File: config.mk
export PLATFORM = sky130hd
export DESIGN_NAME = ospf_packet_field_parser
export DESIGN_NICKNAME = d
export VERILOG_FILES = /design/src/sv/opfp_pkg.sv /design/src/sv/opfp_parser.sv /design/src/sv/opfp_queue.sv /design/src/sv/ospf_packet_field_parser.sv
export VERILOG_INCLUDE_DIRS = /design/src /design/src/sv
export SDC_FILE = /design/constraint.sdc
export NUM_CORES = 1
export LEC_CHECK = 0
export BUFFER_PORTS_ARGS = -buffer_cell sky130_fd_sc_hd__buf_2
export CAP_MARGIN = 20
export CORE_UTILIZATION = 45
export CTS_BUF_LIST = sky130_fd_sc_hd__clkbuf_4
export DETAILED_ROUTE_END_ITERATION = 6
export GPL_TIMING_DRIVEN = 0
export SLEW_MARGIN = 20
export SYNTH_ARGS = -nofsm -noshare
export SYNTH_HDL_FRONTEND = slang
export SYNTH_SLANG_ARGS = --single-unit
File: constraint.sdc
create_clock -name clock -period 8.02 [get_ports clock]
set_input_delay 2.406 -clock clock [delete_from_list [all_inputs] [get_ports clock]]
set_output_delay 2.406 -clock clock [all_outputs]
set_load 0.01 [all_outputs]
File: src/sv/ospf_packet_field_parser_macros.svh
// Assertion macros for the OSPF packet field parser.
`ifndef OSPF_PACKET_FIELD_PARSER_MACROS_SVH
`define OSPF_PACKET_FIELD_PARSER_MACROS_SVH

// Implication checked at every rising clock edge outside reset.
`define OPFP_ASSERT_IMPL(lbl, clk, rst, ante, cons, msg) \
   lbl: assert property (@(posedge clk) disable iff (rst) (ante) |-> (cons)) \
      else $error(msg);

// Next-cycle implication checked at every rising clock edge outside reset.
`define OPFP_ASSERT_NEXT(lbl, clk, rst, ante, cons, msg) \
   lbl: assert property (@(posedge clk) disable iff (rst) (ante) |=> (cons)) \
      else $error(msg);

`endif

File: src/sv/opfp_pkg.sv
//------------------------------------------------------------------------------
// opfp_pkg
// Shared types and constants of the OSPF packet field parser.
//------------------------------------------------------------------------------
`timescale 1ns / 1ps
`default_nettype none

package opfp_pkg;

   localparam logic [3:0] KIND_HEADER    = 4'd0;
   localparam logic [3:0] KIND_HELLO     = 4'd1;
   localparam logic [3:0] KIND_NEIGHBOR  = 4'd2;
   localparam logic [3:0] KIND_LSU_COUNT = 4'd3;
   localparam logic [3:0] KIND_LSA_HDR   = 4'd4;
   localparam logic [3:0] KIND_ROUTER    = 4'd5;
   localparam logic [3:0] KIND_LINK      = 4'd6;
   localparam logic [3:0] KIND_TOS       = 4'd7;
   localparam logic [3:0] KIND_NET_MASK  = 4'd8;
   localparam logic [3:0] KIND_ATTACHED  = 4'd9;
   localparam logic [3:0] KIND_TRUNCATED = 4'd10;

   // OSPF message types and LSA types that have a parsed body.
   localparam logic [7:0] MSG_HELLO   = 8'd1;
   localparam logic [7:0] MSG_LSU     = 8'd4;
   localparam logic [7:0] LSA_ROUTER  = 8'd1;
   localparam logic [7:0] LSA_NETWORK = 8'd2;

   localparam int unsigned QUEUE_DEPTH = 2;

   // One result record as it crosses from the parser to the output side.
   typedef struct packed {
      logic [3:0]  record_kind;
      logic [31:0] word_a;
      logic [31:0] word_b;
      logic [31:0] word_c;
      logic [15:0] half_a;
      logic [15:0] half_b;
      logic [7:0]  small_a;
      logic [7:0]  small_b;
   } record_type;

   // Handshake status between the parser and the record queue.
   typedef struct packed {
      logic push;
      logic full;
   } queue_ctl_type;

endpackage

`default_nettype wire

File: src/sv/opfp_parser.sv
//------------------------------------------------------------------------------
// opfp_parser
// Front part: walks the packet byte by byte and forms result records.
//------------------------------------------------------------------------------
`timescale 1ns / 1ps
`default_nettype none

module opfp_parser (
   input  wire logic                  clock,
   input  wire logic                  reset,
   input  wire logic                  byte_valid,
   input  wire logic [7:0]            data_byte,
   input  wire logic                  frame_last,
   output opfp_pkg::record_type       rec,
   output logic                       rec_valid
);

   typedef enum logic [3:0] {
      PH_HDR, PH_HELLO, PH_NEIGH, PH_LSUCNT, PH_LSAHDR, PH_RTR, PH_LINK,
      PH_TOS, PH_NETMASK, PH_ATTACH, PH_LSASKIP, PH_FRAMESKIP
   } phase_type;

   phase_type   phase_ff, phase_in;
   logic [4:0]  idx_ff, idx_in;
   logic [31:0] asm_ff, asm_in;
   logic [31:0] w1_ff, w1_in, w2_ff, w2_in;
   logic [15:0] half_ff, half_in;
   logic [7:0]  small_ff, small_in;
   logic [15:0] pkt_left_ff, pkt_left_in;
   logic [31:0] lsas_ff, lsas_in;
   logic [15:0] links_ff, links_in;
   logic [7:0]  tos_ff, tos_in;
   logic [15:0] lsa_left_ff, lsa_left_in;

   opfp_pkg::record_type rec_in;
   logic                 emit;
   logic [31:0]          lsas_dec;
   logic [15:0]          links_dec;
   logic [7:0]           tos_dec;
   logic [15:0]          lsa_len;

   always_comb begin
      phase_in    = phase_ff;
      idx_in      = idx_ff + 5'd1;
      asm_in      = {asm_ff[23:0], data_byte};
      w1_in       = w1_ff;
      w2_in       = w2_ff;
      half_in     = half_ff;
      small_in    = small_ff;
      pkt_left_in = pkt_left_ff;
      lsas_in     = lsas_ff;
      links_in    = links_ff;
      tos_in      = tos_ff;
      lsa_left_in = lsa_left_ff;
      rec_in      = '0;
      emit        = 1'b0;
      lsas_dec    = lsas_ff - 32'd1;
      links_dec   = links_ff - 16'd1;
      tos_dec     = tos_ff - 8'd1;
      lsa_len     = asm_in[15:0];
      case (phase_ff)
         PH_HDR: begin
            if (idx_ff == 5'd1) small_in = data_byte;
            else if (idx_ff == 5'd3) half_in = asm_in[15:0];
            else if (idx_ff == 5'd7) w1_in = asm_in;
            else if (idx_ff == 5'd11) w2_in = asm_in;
            else if (idx_ff >= 5'd23) begin
               emit = 1'b1;
               idx_in = '0;
               rec_in.record_kind = opfp_pkg::KIND_HEADER;
               rec_in.word_a = w1_ff;
               rec_in.word_b = w2_ff;
               rec_in.half_a = half_ff;
               rec_in.small_a = small_ff;
               if (small_ff == opfp_pkg::MSG_HELLO) begin
                  pkt_left_in = (half_ff >= 16'd24) ? half_ff - 16'd24 : '0;
                  phase_in = PH_HELLO;
               end else if (small_ff == opfp_pkg::MSG_LSU) phase_in = PH_LSUCNT;
               else phase_in = PH_FRAMESKIP;
            end
         end
         PH_HELLO, PH_NEIGH: begin
            if (pkt_left_ff != '0) pkt_left_in = pkt_left_ff - 16'd1;
            if (phase_ff == PH_HELLO && idx_ff == 5'd3) w1_in = asm_in;
            else if (phase_ff == PH_HELLO && idx_ff == 5'd15) w2_in = asm_in;
            else if ((phase_ff == PH_HELLO && idx_ff >= 5'd19) ||
                     (phase_ff == PH_NEIGH && idx_ff >= 5'd3)) begin
               emit = 1'b1;
               idx_in = '0;
               if (phase_ff == PH_HELLO) begin
                  rec_in.record_kind = opfp_pkg::KIND_HELLO;
                  rec_in.word_a = w1_ff;
                  rec_in.word_b = w2_ff;
                  rec_in.word_c = asm_in;
               end else begin
                  rec_in.record_kind = opfp_pkg::KIND_NEIGHBOR;
                  rec_in.word_a = asm_in;
               end
               phase_in = (pkt_left_in >= 16'd4) ? PH_NEIGH : PH_FRAMESKIP;
            end
         end
         PH_LSUCNT: begin
            if (idx_ff >= 5'd3) begin
               emit = 1'b1;
               idx_in = '0;
               rec_in.record_kind = opfp_pkg::KIND_LSU_COUNT;
               rec_in.word_a = asm_in;
               lsas_in = asm_in;
               phase_in = (asm_in == '0) ? PH_FRAMESKIP : PH_LSAHDR;
            end
         end
         PH_LSAHDR: begin
            if (idx_ff == 5'd3) small_in = data_byte;
            else if (idx_ff == 5'd7) w1_in = asm_in;
            else if (idx_ff == 5'd11) w2_in = asm_in;
            else if (idx_ff >= 5'd19) begin
               emit = 1'b1;
               idx_in = '0;
               half_in = lsa_len;
               rec_in.record_kind = opfp_pkg::KIND_LSA_HDR;
               rec_in.word_a = w1_ff;
               rec_in.word_b = w2_ff;
               rec_in.half_a = lsa_len;
               rec_in.small_a = small_ff;
               lsa_left_in = (lsa_len >= 16'd20) ? lsa_len - 16'd20 : '0;
               if (small_ff == opfp_pkg::LSA_ROUTER) phase_in = PH_RTR;
               else if (small_ff == opfp_pkg::LSA_NETWORK) phase_in = PH_NETMASK;
               else if (lsa_left_in != '0) phase_in = PH_LSASKIP;
               else begin
                  lsas_in = lsas_dec;
                  phase_in = (lsas_dec == '0) ? PH_FRAMESKIP : PH_LSAHDR;
               end
            end
         end
         PH_RTR: begin
            if (idx_ff >= 5'd3) begin
               emit = 1'b1;
               idx_in = '0;
               rec_in.record_kind = opfp_pkg::KIND_ROUTER;
               rec_in.half_a = asm_in[31:16];
               rec_in.half_b = asm_in[15:0];
               links_in = asm_in[15:0];
               if (asm_in[15:0] == '0) begin
                  lsas_in = lsas_dec;
                  phase_in = (lsas_dec == '0) ? PH_FRAMESKIP : PH_LSAHDR;
               end else phase_in = PH_LINK;
            end
         end
         PH_LINK, PH_TOS: begin
            if (phase_ff == PH_LINK && idx_ff == 5'd3) w1_in = asm_in;
            else if (phase_ff == PH_LINK && idx_ff == 5'd7) w2_in = asm_in;
            else if (phase_ff == PH_LINK && idx_ff == 5'd8) small_in = data_byte;
            else if (phase_ff == PH_LINK && idx_ff == 5'd9) tos_in = data_byte;
            else if (phase_ff == PH_TOS && idx_ff == 5'd0) small_in = data_byte;
            else if ((phase_ff == PH_LINK && idx_ff >= 5'd11) ||
                     (phase_ff == PH_TOS && idx_ff >= 5'd3)) begin
               emit = 1'b1;
               idx_in = '0;
               rec_in.half_a = asm_in[15:0];
               rec_in.small_a = small_ff;
               if (phase_ff == PH_LINK) begin
                  rec_in.record_kind = opfp_pkg::KIND_LINK;
                  rec_in.word_a = w1_ff;
                  rec_in.word_b = w2_ff;
                  rec_in.small_b = tos_ff;
               end else begin
                  rec_in.record_kind = opfp_pkg::KIND_TOS;
                  tos_in = tos_dec;
               end
               if (phase_ff == PH_LINK && tos_ff != '0) phase_in = PH_TOS;
               else if (phase_ff == PH_TOS && tos_dec != '0) phase_in = PH_TOS;
               else begin
                  // The link is finished: count it off and maybe the LSA too.
                  links_in = links_dec;
                  if (links_dec == '0) begin
                     lsas_in = lsas_dec;
                     phase_in = (lsas_dec == '0) ? PH_FRAMESKIP : PH_LSAHDR;
                  end else phase_in = PH_LINK;
               end
            end
         end
         PH_NETMASK, PH_ATTACH: begin
            if (lsa_left_ff != '0) lsa_left_in = lsa_left_ff - 16'd1;
            if (idx_ff >= 5'd3) begin
               emit = 1'b1;
               idx_in = '0;
               rec_in.record_kind = (phase_ff == PH_NETMASK) ?
                  opfp_pkg::KIND_NET_MASK : opfp_pkg::KIND_ATTACHED;
               rec_in.word_a = asm_in;
               if (lsa_left_in >= 16'd4) phase_in = PH_ATTACH;
               else if (lsa_left_in != '0) phase_in = PH_LSASKIP;
               else begin
                  lsas_in = lsas_dec;
                  phase_in = (lsas_dec == '0) ? PH_FRAMESKIP : PH_LSAHDR;
               end
            end
         end
         PH_LSASKIP: begin
            idx_in = '0;
            if (lsa_left_ff != '0) lsa_left_in = lsa_left_ff - 16'd1;
            if (lsa_left_in == '0) begin
               lsas_in = lsas_dec;
               phase_in = (lsas_dec == '0) ? PH_FRAMESKIP : PH_LSAHDR;
            end
         end
         default: begin
            idx_in = '0;
            phase_in = PH_FRAMESKIP;
         end
      endcase
      if (frame_last) begin
         if (!emit && phase_ff != PH_LSASKIP && phase_ff != PH_FRAMESKIP) begin
            emit = 1'b1;
            rec_in = '0;
            rec_in.record_kind = opfp_pkg::KIND_TRUNCATED;
         end
         phase_in = PH_HDR;
         idx_in = '0;
         asm_in = '0;
         w1_in = '0;
         w2_in = '0;
         half_in = '0;
         small_in = '0;
         pkt_left_in = '0;
         lsas_in = '0;
         links_in = '0;
         tos_in = '0;
         lsa_left_in = '0;
      end
   end

   always_ff @(posedge clock) begin
      if (reset) begin
         phase_ff    <= PH_HDR;
         idx_ff      <= '0;
         asm_ff      <= '0;
         w1_ff       <= '0;
         w2_ff       <= '0;
         half_ff     <= '0;
         small_ff    <= '0;
         pkt_left_ff <= '0;
         lsas_ff     <= '0;
         links_ff    <= '0;
         tos_ff      <= '0;
         lsa_left_ff <= '0;
      end else if (byte_valid) begin
         phase_ff    <= phase_in;
         idx_ff      <= idx_in;
         asm_ff      <= asm_in;
         w1_ff       <= w1_in;
         w2_ff       <= w2_in;
         half_ff     <= half_in;
         small_ff    <= small_in;
         pkt_left_ff <= pkt_left_in;
         lsas_ff     <= lsas_in;
         links_ff    <= links_in;
         tos_ff      <= tos_in;
         lsa_left_ff <= lsa_left_in;
      end
   end

   assign rec       = rec_in;
   assign rec_valid = byte_valid && emit;

endmodule

`default_nettype wire

File: src/sv/opfp_queue.sv
//------------------------------------------------------------------------------
// opfp_queue
// Back part: a two-entry record queue that drives the result channel.
//------------------------------------------------------------------------------
`timescale 1ns / 1ps
`default_nettype none

module opfp_queue (
   input  wire logic                  clock,
   input  wire logic                  reset,
   input  wire logic                  push,
   input  opfp_pkg::record_type       push_rec,
   output opfp_pkg::queue_ctl_type    ctl,
   output logic                       out_valid,
   input  wire logic                  out_ready,
   output opfp_pkg::record_type       out_rec
);

   opfp_pkg::record_type slot_ff [opfp_pkg::QUEUE_DEPTH];
   logic       rd_ptr_ff, rd_ptr_in, wr_ptr_ff, wr_ptr_in;
   logic [1:0] count_ff, count_in;
   logic       pop;

   assign pop       = out_valid && out_ready;
   assign out_valid = count_ff != 2'd0;
   assign out_rec   = slot_ff[rd_ptr_ff];
   assign ctl.push  = push;
   assign ctl.full  = count_ff == 2'(opfp_pkg::QUEUE_DEPTH);

   always_comb begin
      rd_ptr_in = rd_ptr_ff ^ pop;
      wr_ptr_in = wr_ptr_ff ^ push;
      count_in  = count_ff + {1'b0, push} - {1'b0, pop};
   end

   always_ff @(posedge clock) begin
      if (reset) begin
         rd_ptr_ff <= 1'b0;
         wr_ptr_ff <= 1'b0;
         count_ff  <= '0;
      end else begin
         rd_ptr_ff <= rd_ptr_in;
         wr_ptr_ff <= wr_ptr_in;
         count_ff  <= count_in;
      end
      if (push) slot_ff[wr_ptr_ff] <= push_rec;
   end

endmodule

`default_nettype wire

File: src/sv/ospf_packet_field_parser.sv
//------------------------------------------------------------------------------
// ospf_packet_field_parser
// Byte-serial OSPFv2 packet walker that emits one record per field group.
//------------------------------------------------------------------------------
// Usage: packet bytes enter on the req_ channel one per transfer, network
// order, with req_tlast high on the final byte of each packet. Each byte that
// completes a field group (header, Hello body, neighbor, LSU count, LSA header,
// router-LSA flags, link, TOS entry, network mask, attached router) produces
// one record on the rsp_ channel, its kind on rsp_tuser; a packet that ends
// inside a field group produces a truncated record. Skipped bytes produce nothing.
// A record is registered into the record queue when the byte that completes it
// is taken. Throughput: one byte per cycle while the record queue is not full.
// A two-entry record queue parts the parser from the output; the input is
// stalled only while that queue is full, so a stalled receiver holds the
// record stream without loss and input resumes as soon as a slot frees.
// Reset clears the parse state to await a new packet header and empties the
// queue; there is no clearing pass.
//------------------------------------------------------------------------------
`timescale 1ns / 1ps
`default_nettype none
`include "ospf_packet_field_parser_macros.svh"

module ospf_packet_field_parser (
   input  wire logic         clock,
   input  wire logic         reset,
   input  wire logic         req_tvalid,
   output logic              req_tready,
   input  wire logic [7:0]   req_tdata,   // [7:0] data_byte
   input  wire logic         req_tlast,
   output logic              rsp_tvalid,
   input  wire logic         rsp_tready,
   // [31:0] word_a, [63:32] word_b, [95:64] word_c, [111:96] half_a,
   // [127:112] half_b, [135:128] small_a, [143:136] small_b
   output logic [143:0]      rsp_tdata,
   output logic [3:0]        rsp_tuser    // [3:0] record_kind
);

   opfp_pkg::record_type    rec, out_rec;
   logic                    rec_valid, accept;
   opfp_pkg::queue_ctl_type ctl;

   // A byte may only be taken when its possible record has a free slot.
   assign req_tready = !ctl.full;
   assign accept     = req_tvalid && req_tready;

   opfp_parser u_parser (
      .clock      (clock),
      .reset      (reset),
      .byte_valid (accept),
      .data_byte  (req_tdata),
      .frame_last (req_tlast),
      .rec        (rec),
      .rec_valid  (rec_valid)
   );

   opfp_queue u_queue (
      .clock     (clock),
      .reset     (reset),
      .push      (rec_valid),
      .push_rec  (rec),
      .ctl       (ctl),
      .out_valid (rsp_tvalid),
      .out_ready (rsp_tready),
      .out_rec   (out_rec)
   );

   assign rsp_tdata = {out_rec.small_b, out_rec.small_a, out_rec.half_b,
                       out_rec.half_a, out_rec.word_c, out_rec.word_b,
                       out_rec.word_a};
   assign rsp_tuser = out_rec.record_kind;

   `OPFP_ASSERT_IMPL(a_no_push_when_full, clock, reset, ctl.full, !ctl.push,
      "record pushed into a full queue")
   `OPFP_ASSERT_NEXT(a_push_gives_valid, clock, reset, ctl.push, rsp_tvalid,
      "pushed record not visible on output")
   `OPFP_ASSERT_IMPL(a_kind_range, clock, reset, rsp_tvalid,
      out_rec.record_kind <= opfp_pkg::KIND_TRUNCATED, "record kind out of range")

endmodule

`default_nettype wire
==> run summary <==
================================================================================
Outcome                                                             finished, final reports clean
Final hold violation count                                                     0
TritonCTS sink count                                                         509
Mean post-synth cell area                                              10.3 um^2
Layout overhead on the synthesized area                                    15.2%
Category of the critical setup timing path                                in2reg
Initial Util                                                               0.456
Async SR Flop Fraction                                                         0
Remaining global-route overflow                                                0
CTS tree                                                                   built
Minimum clock period                                                     6.33 ns
Pleak                                                                    11.1 nW
Flops & latches, synth                                                       509
Number of placed cells counting well taps                                   3352
Violation count after the first detailed-routing iteration                  1910
Number of standard-cell rows in the floorplan                                 86
Number of global-route vias before repair                                  20300
Half-perimeter wire length after placement                               59.0 mm
Hold_buf cts                                                                   0
TritonCTS Buffers                                                            140
Fraction of final layout cells with drive strength greater than 1          0.213
Synthesis warning total                                                        0
Worst hold start                                                    u_parser.w2_ff[5]
Achievable Freq                                                          158 MHz
Antenna violations before repair                                               6
CP Capture Type                                                             flop
Worst slack, placed                                                     0.828 ns
Source of the critical timing path                                     req_tlast
Clock skew                                                             0.0634 ns
Ranking of synthesized cells by instance count                      edfxtp_1, nor2_1, dfxtp_1
Clk pwr share                                                              0.312
Pin count of the biggest net entering global routing                          51
Final estimated routing congestion in global placement                     0.966
Worst path arrival time                                                  6.95 ns
Crit share post-route                                                      0.790
Maximum vdd drop                                                        0.105 mV
Unrepaired setup endpoints after global routing                            false
Antenna Violating Nets Remaining                                               0
Die area                                                              56800 um^2
Vias                                                                       21100
Drt wl/cell                                                              23.3 um
Pre-Repair DR Iteration Count                                                  6
Width of the chip                                                         238 um
Buffer count from post-CTS setup fixing                                        0
Total Wirelength                                                         84.2 mm
Post-synth design cell area                                           25200 um^2
Die extent in y                                                           238 um
Area leader, netlist                                                    edfxtp_1
Syn Nets                                                                    2469
Boundary pin count                                                           163
Resized cells post-CTS                                                         0
DR DRC count                                                                   0
Clock Latency Late Sink                                                  0.99 ns
Kind of start point of the critical path                            primary input
Max-capacitance violation count                                                0
Share of the synthesized area in the top cell type                         0.353
Final-stage net count                                                       2781
Portion of total power attributed to combinational logic                   0.295
Reg power frac                                                             0.393
Final standard cell count with taps included and fillers excluded           3608
Fraction of power spent switching nets                                     0.340
Total routing resource utilization after global routing                    0.293
Post-synthesis sequential area ratio                                       0.523
CTS HTree Levels                                                               4
Setup ws final                                                           1.69 ns
Number of port buffers                                                       160
Post-synthesis cell type count                                                86
Power density over the cells                                         263 nW/um^2
Worst Max-Slew Pin Slew                                                  1.25 ns
Required time worst endpoint                                             8.64 ns
Post-DR vias/cell                                                           5.85
Core area                                                             55200 um^2
Gate Count Post-Synth                                                       2434
Top cells by area, synth                                            edfxtp_1, dfxtp_1, mux2_2, nor2_1, mux2i_1
Buffer depth of the longest clock path                                         3
Tightest slew margin relative to the limit                                 0.161
Final setup viols                                                              0
CTS Root Cell                                                           clkbuf_4
Slew Limit Fails                                                               0
Internal Power                                                         0.00503 W
Global-route wire length before repair                                    124 mm
Post-synth EDFFs                                                             296
Clock-pin transition on the worst setup and hold timing paths            0.06 ns
Maximum fanout along the worst path                                           50
Total net switching power                                              0.00259 W
Reg-to-reg critical path startpoint                                 u_parser.phase_ff[2]
Most common cell in the netlist                                         edfxtp_1
Most used flip-flop cell after synthesis                                edfxtp_1
Kind of path behind the tightest hold check                              reg2reg
================================================================================
## through the flow
stage | cell area (um^2) | hold WS [ns] | total power (W) | TNS (ns) | util
2_1_floorplan | 25200 | 0.444 | 0.00453 | 0 | -
3_3_place_gp | 26900 | 0.457 | 0.00527 | -1000.01 | 0.487
3_5_place_dp | 27100 | 0.468 | 0.00527 | 0 | 0.492
4_1_cts | 29000 | 0.491 | 0.00767 | 0 | 0.524
5_1_grt | 29000 | 0.502 | 0.00800 | 0 | 0.525
6_report | 29000 | 0.491 | 0.00762 | 0 | 0.525
## routing by layer
metal	up-vias	track usage	routed length, um
met5	-	0	0
met4	0	0.130	3040
met3	191	0.0696	6470
met2	947	0.463	39300
met1	10300	0.381	35300
li1	9661	-	-
## power by group through the flow
| stage | clock [W] | sequential, W | combinational, W |
|---|---|---|---|
| 2_1_floorplan | 0 | 0.00305 | 0.00148 |
| 3_3_place_gp | 0 | 0.00308 | 0.00219 |
| 3_5_place_dp | 0 | 0.00305 | 0.00222 |
| 4_1_cts | 0.00244 | 0.00300 | 0.00223 |
| 5_1_grt | 0.00258 | 0.00301 | 0.00241 |
| 6_report | 0.00238 | 0.00300 | 0.00225 |
## state kept, by name, summed over array words and instances (netlist names), 5 cells and up
| name | flops |
|---|---|
| u_parser.lsas_ff | 32 |
| u_parser.idx_ff | 5 |
| u_parser.lsa_left_ff | 16 |
| u_queue.slot_ff | 296 |
| u_parser.links_ff | 16 |
| u_parser.w2_ff | 32 |
| u_parser.half_ff | 16 |
| u_parser.w1_ff | 32 |
| u_parser.pkt_left_ff | 16 |
| u_parser.small_ff | 8 |
| u_parser.asm_ff | 24 |
| u_parser.tos_ff | 8 |
## final timing paths
path / cells after the start / endpoint / slack, ns
setup / recovery: 10 / u_queue.slot_ff[0][123] / 1.69
hold reg to reg: 2 / u_parser.w2_ff[5] / 0.49
hold / removal: 2 / u_parser.w2_ff[5] / 0.49
setup reg to reg: 13 / u_queue.slot_ff[0][123] / 2.32
## final cells by class
class	count	area, um^2
Fill cell	5087	26200
Sequential cell	509	13200
Multi-Input combinational cell	1695	11200
Clock buffer	214	1610
Timing Repair Buffer	170	993
Tap cell	748	936
Buffer	181	726
Clock inverter	37	205
Inverter	49	184
Antenna cell	5	12.5
## critical path, cell delays in order
cell      delay, ns
clkbuf_1       0.53
clkbuf_1       0.64
buf_1          0.54
clkbuf_1       0.90
nand2_1        0.10
a21oi_1        0.49
ha_4           0.36
buf_12         0.27
buf_16         0.29
buf_16         0.28
## logic make-up (layout without fill, tap and decap cells)
logic type,count (synthesis),count (layout),synth area share
and+or+nand+nor,891,891,0.178
DFF,509,509,0.523
AOI/OAI and AO/OA,475,475,0.126
muxes,245,245,0.105
buffers and inverters,230,651,0.0358
xor gates and xnor gates,61,61,0.0212
adders and majority gates,23,23,0.0113
other,0,5,0
## cell usage in the layout, fill, tap and decap left out, drive strengths merged, types with 9 or more instances in the layout
| master | count |
|---|---|
| clkbuf | 367 |
| edfxtp | 296 |
| nor2 | 270 |
| dfxtp | 213 |
| buf | 198 |
| nand2 | 183 |
| a21oi | 155 |
| mux2 | 149 |
| mux2i | 96 |
| and2 | 76 |
| o21ai | 76 |
| nor3 | 75 |
| inv | 56 |
| nor2b | 50 |
| nor4 | 42 |
| a22o | 40 |
| xnor2 | 36 |
| and3 | 34 |
| nand3 | 33 |
| xor2 | 25 |
| clkinv | 25 |
| or3 | 22 |
| ha | 22 |
| a22oi | 21 |
| a21o | 19 |
| nand4 | 19 |
| a211oi | 18 |
| a222oi | 16 |
| or2 | 15 |
| o31ai | 15 |
| a31oi | 14 |
| or4 | 14 |
| o211ai | 13 |
| nand2b | 12 |
| nor3b | 11 |
| a2111oi | 11 |
| o32ai | 10 |
| o22ai | 9 |
(Power assumes the default switching activity.)
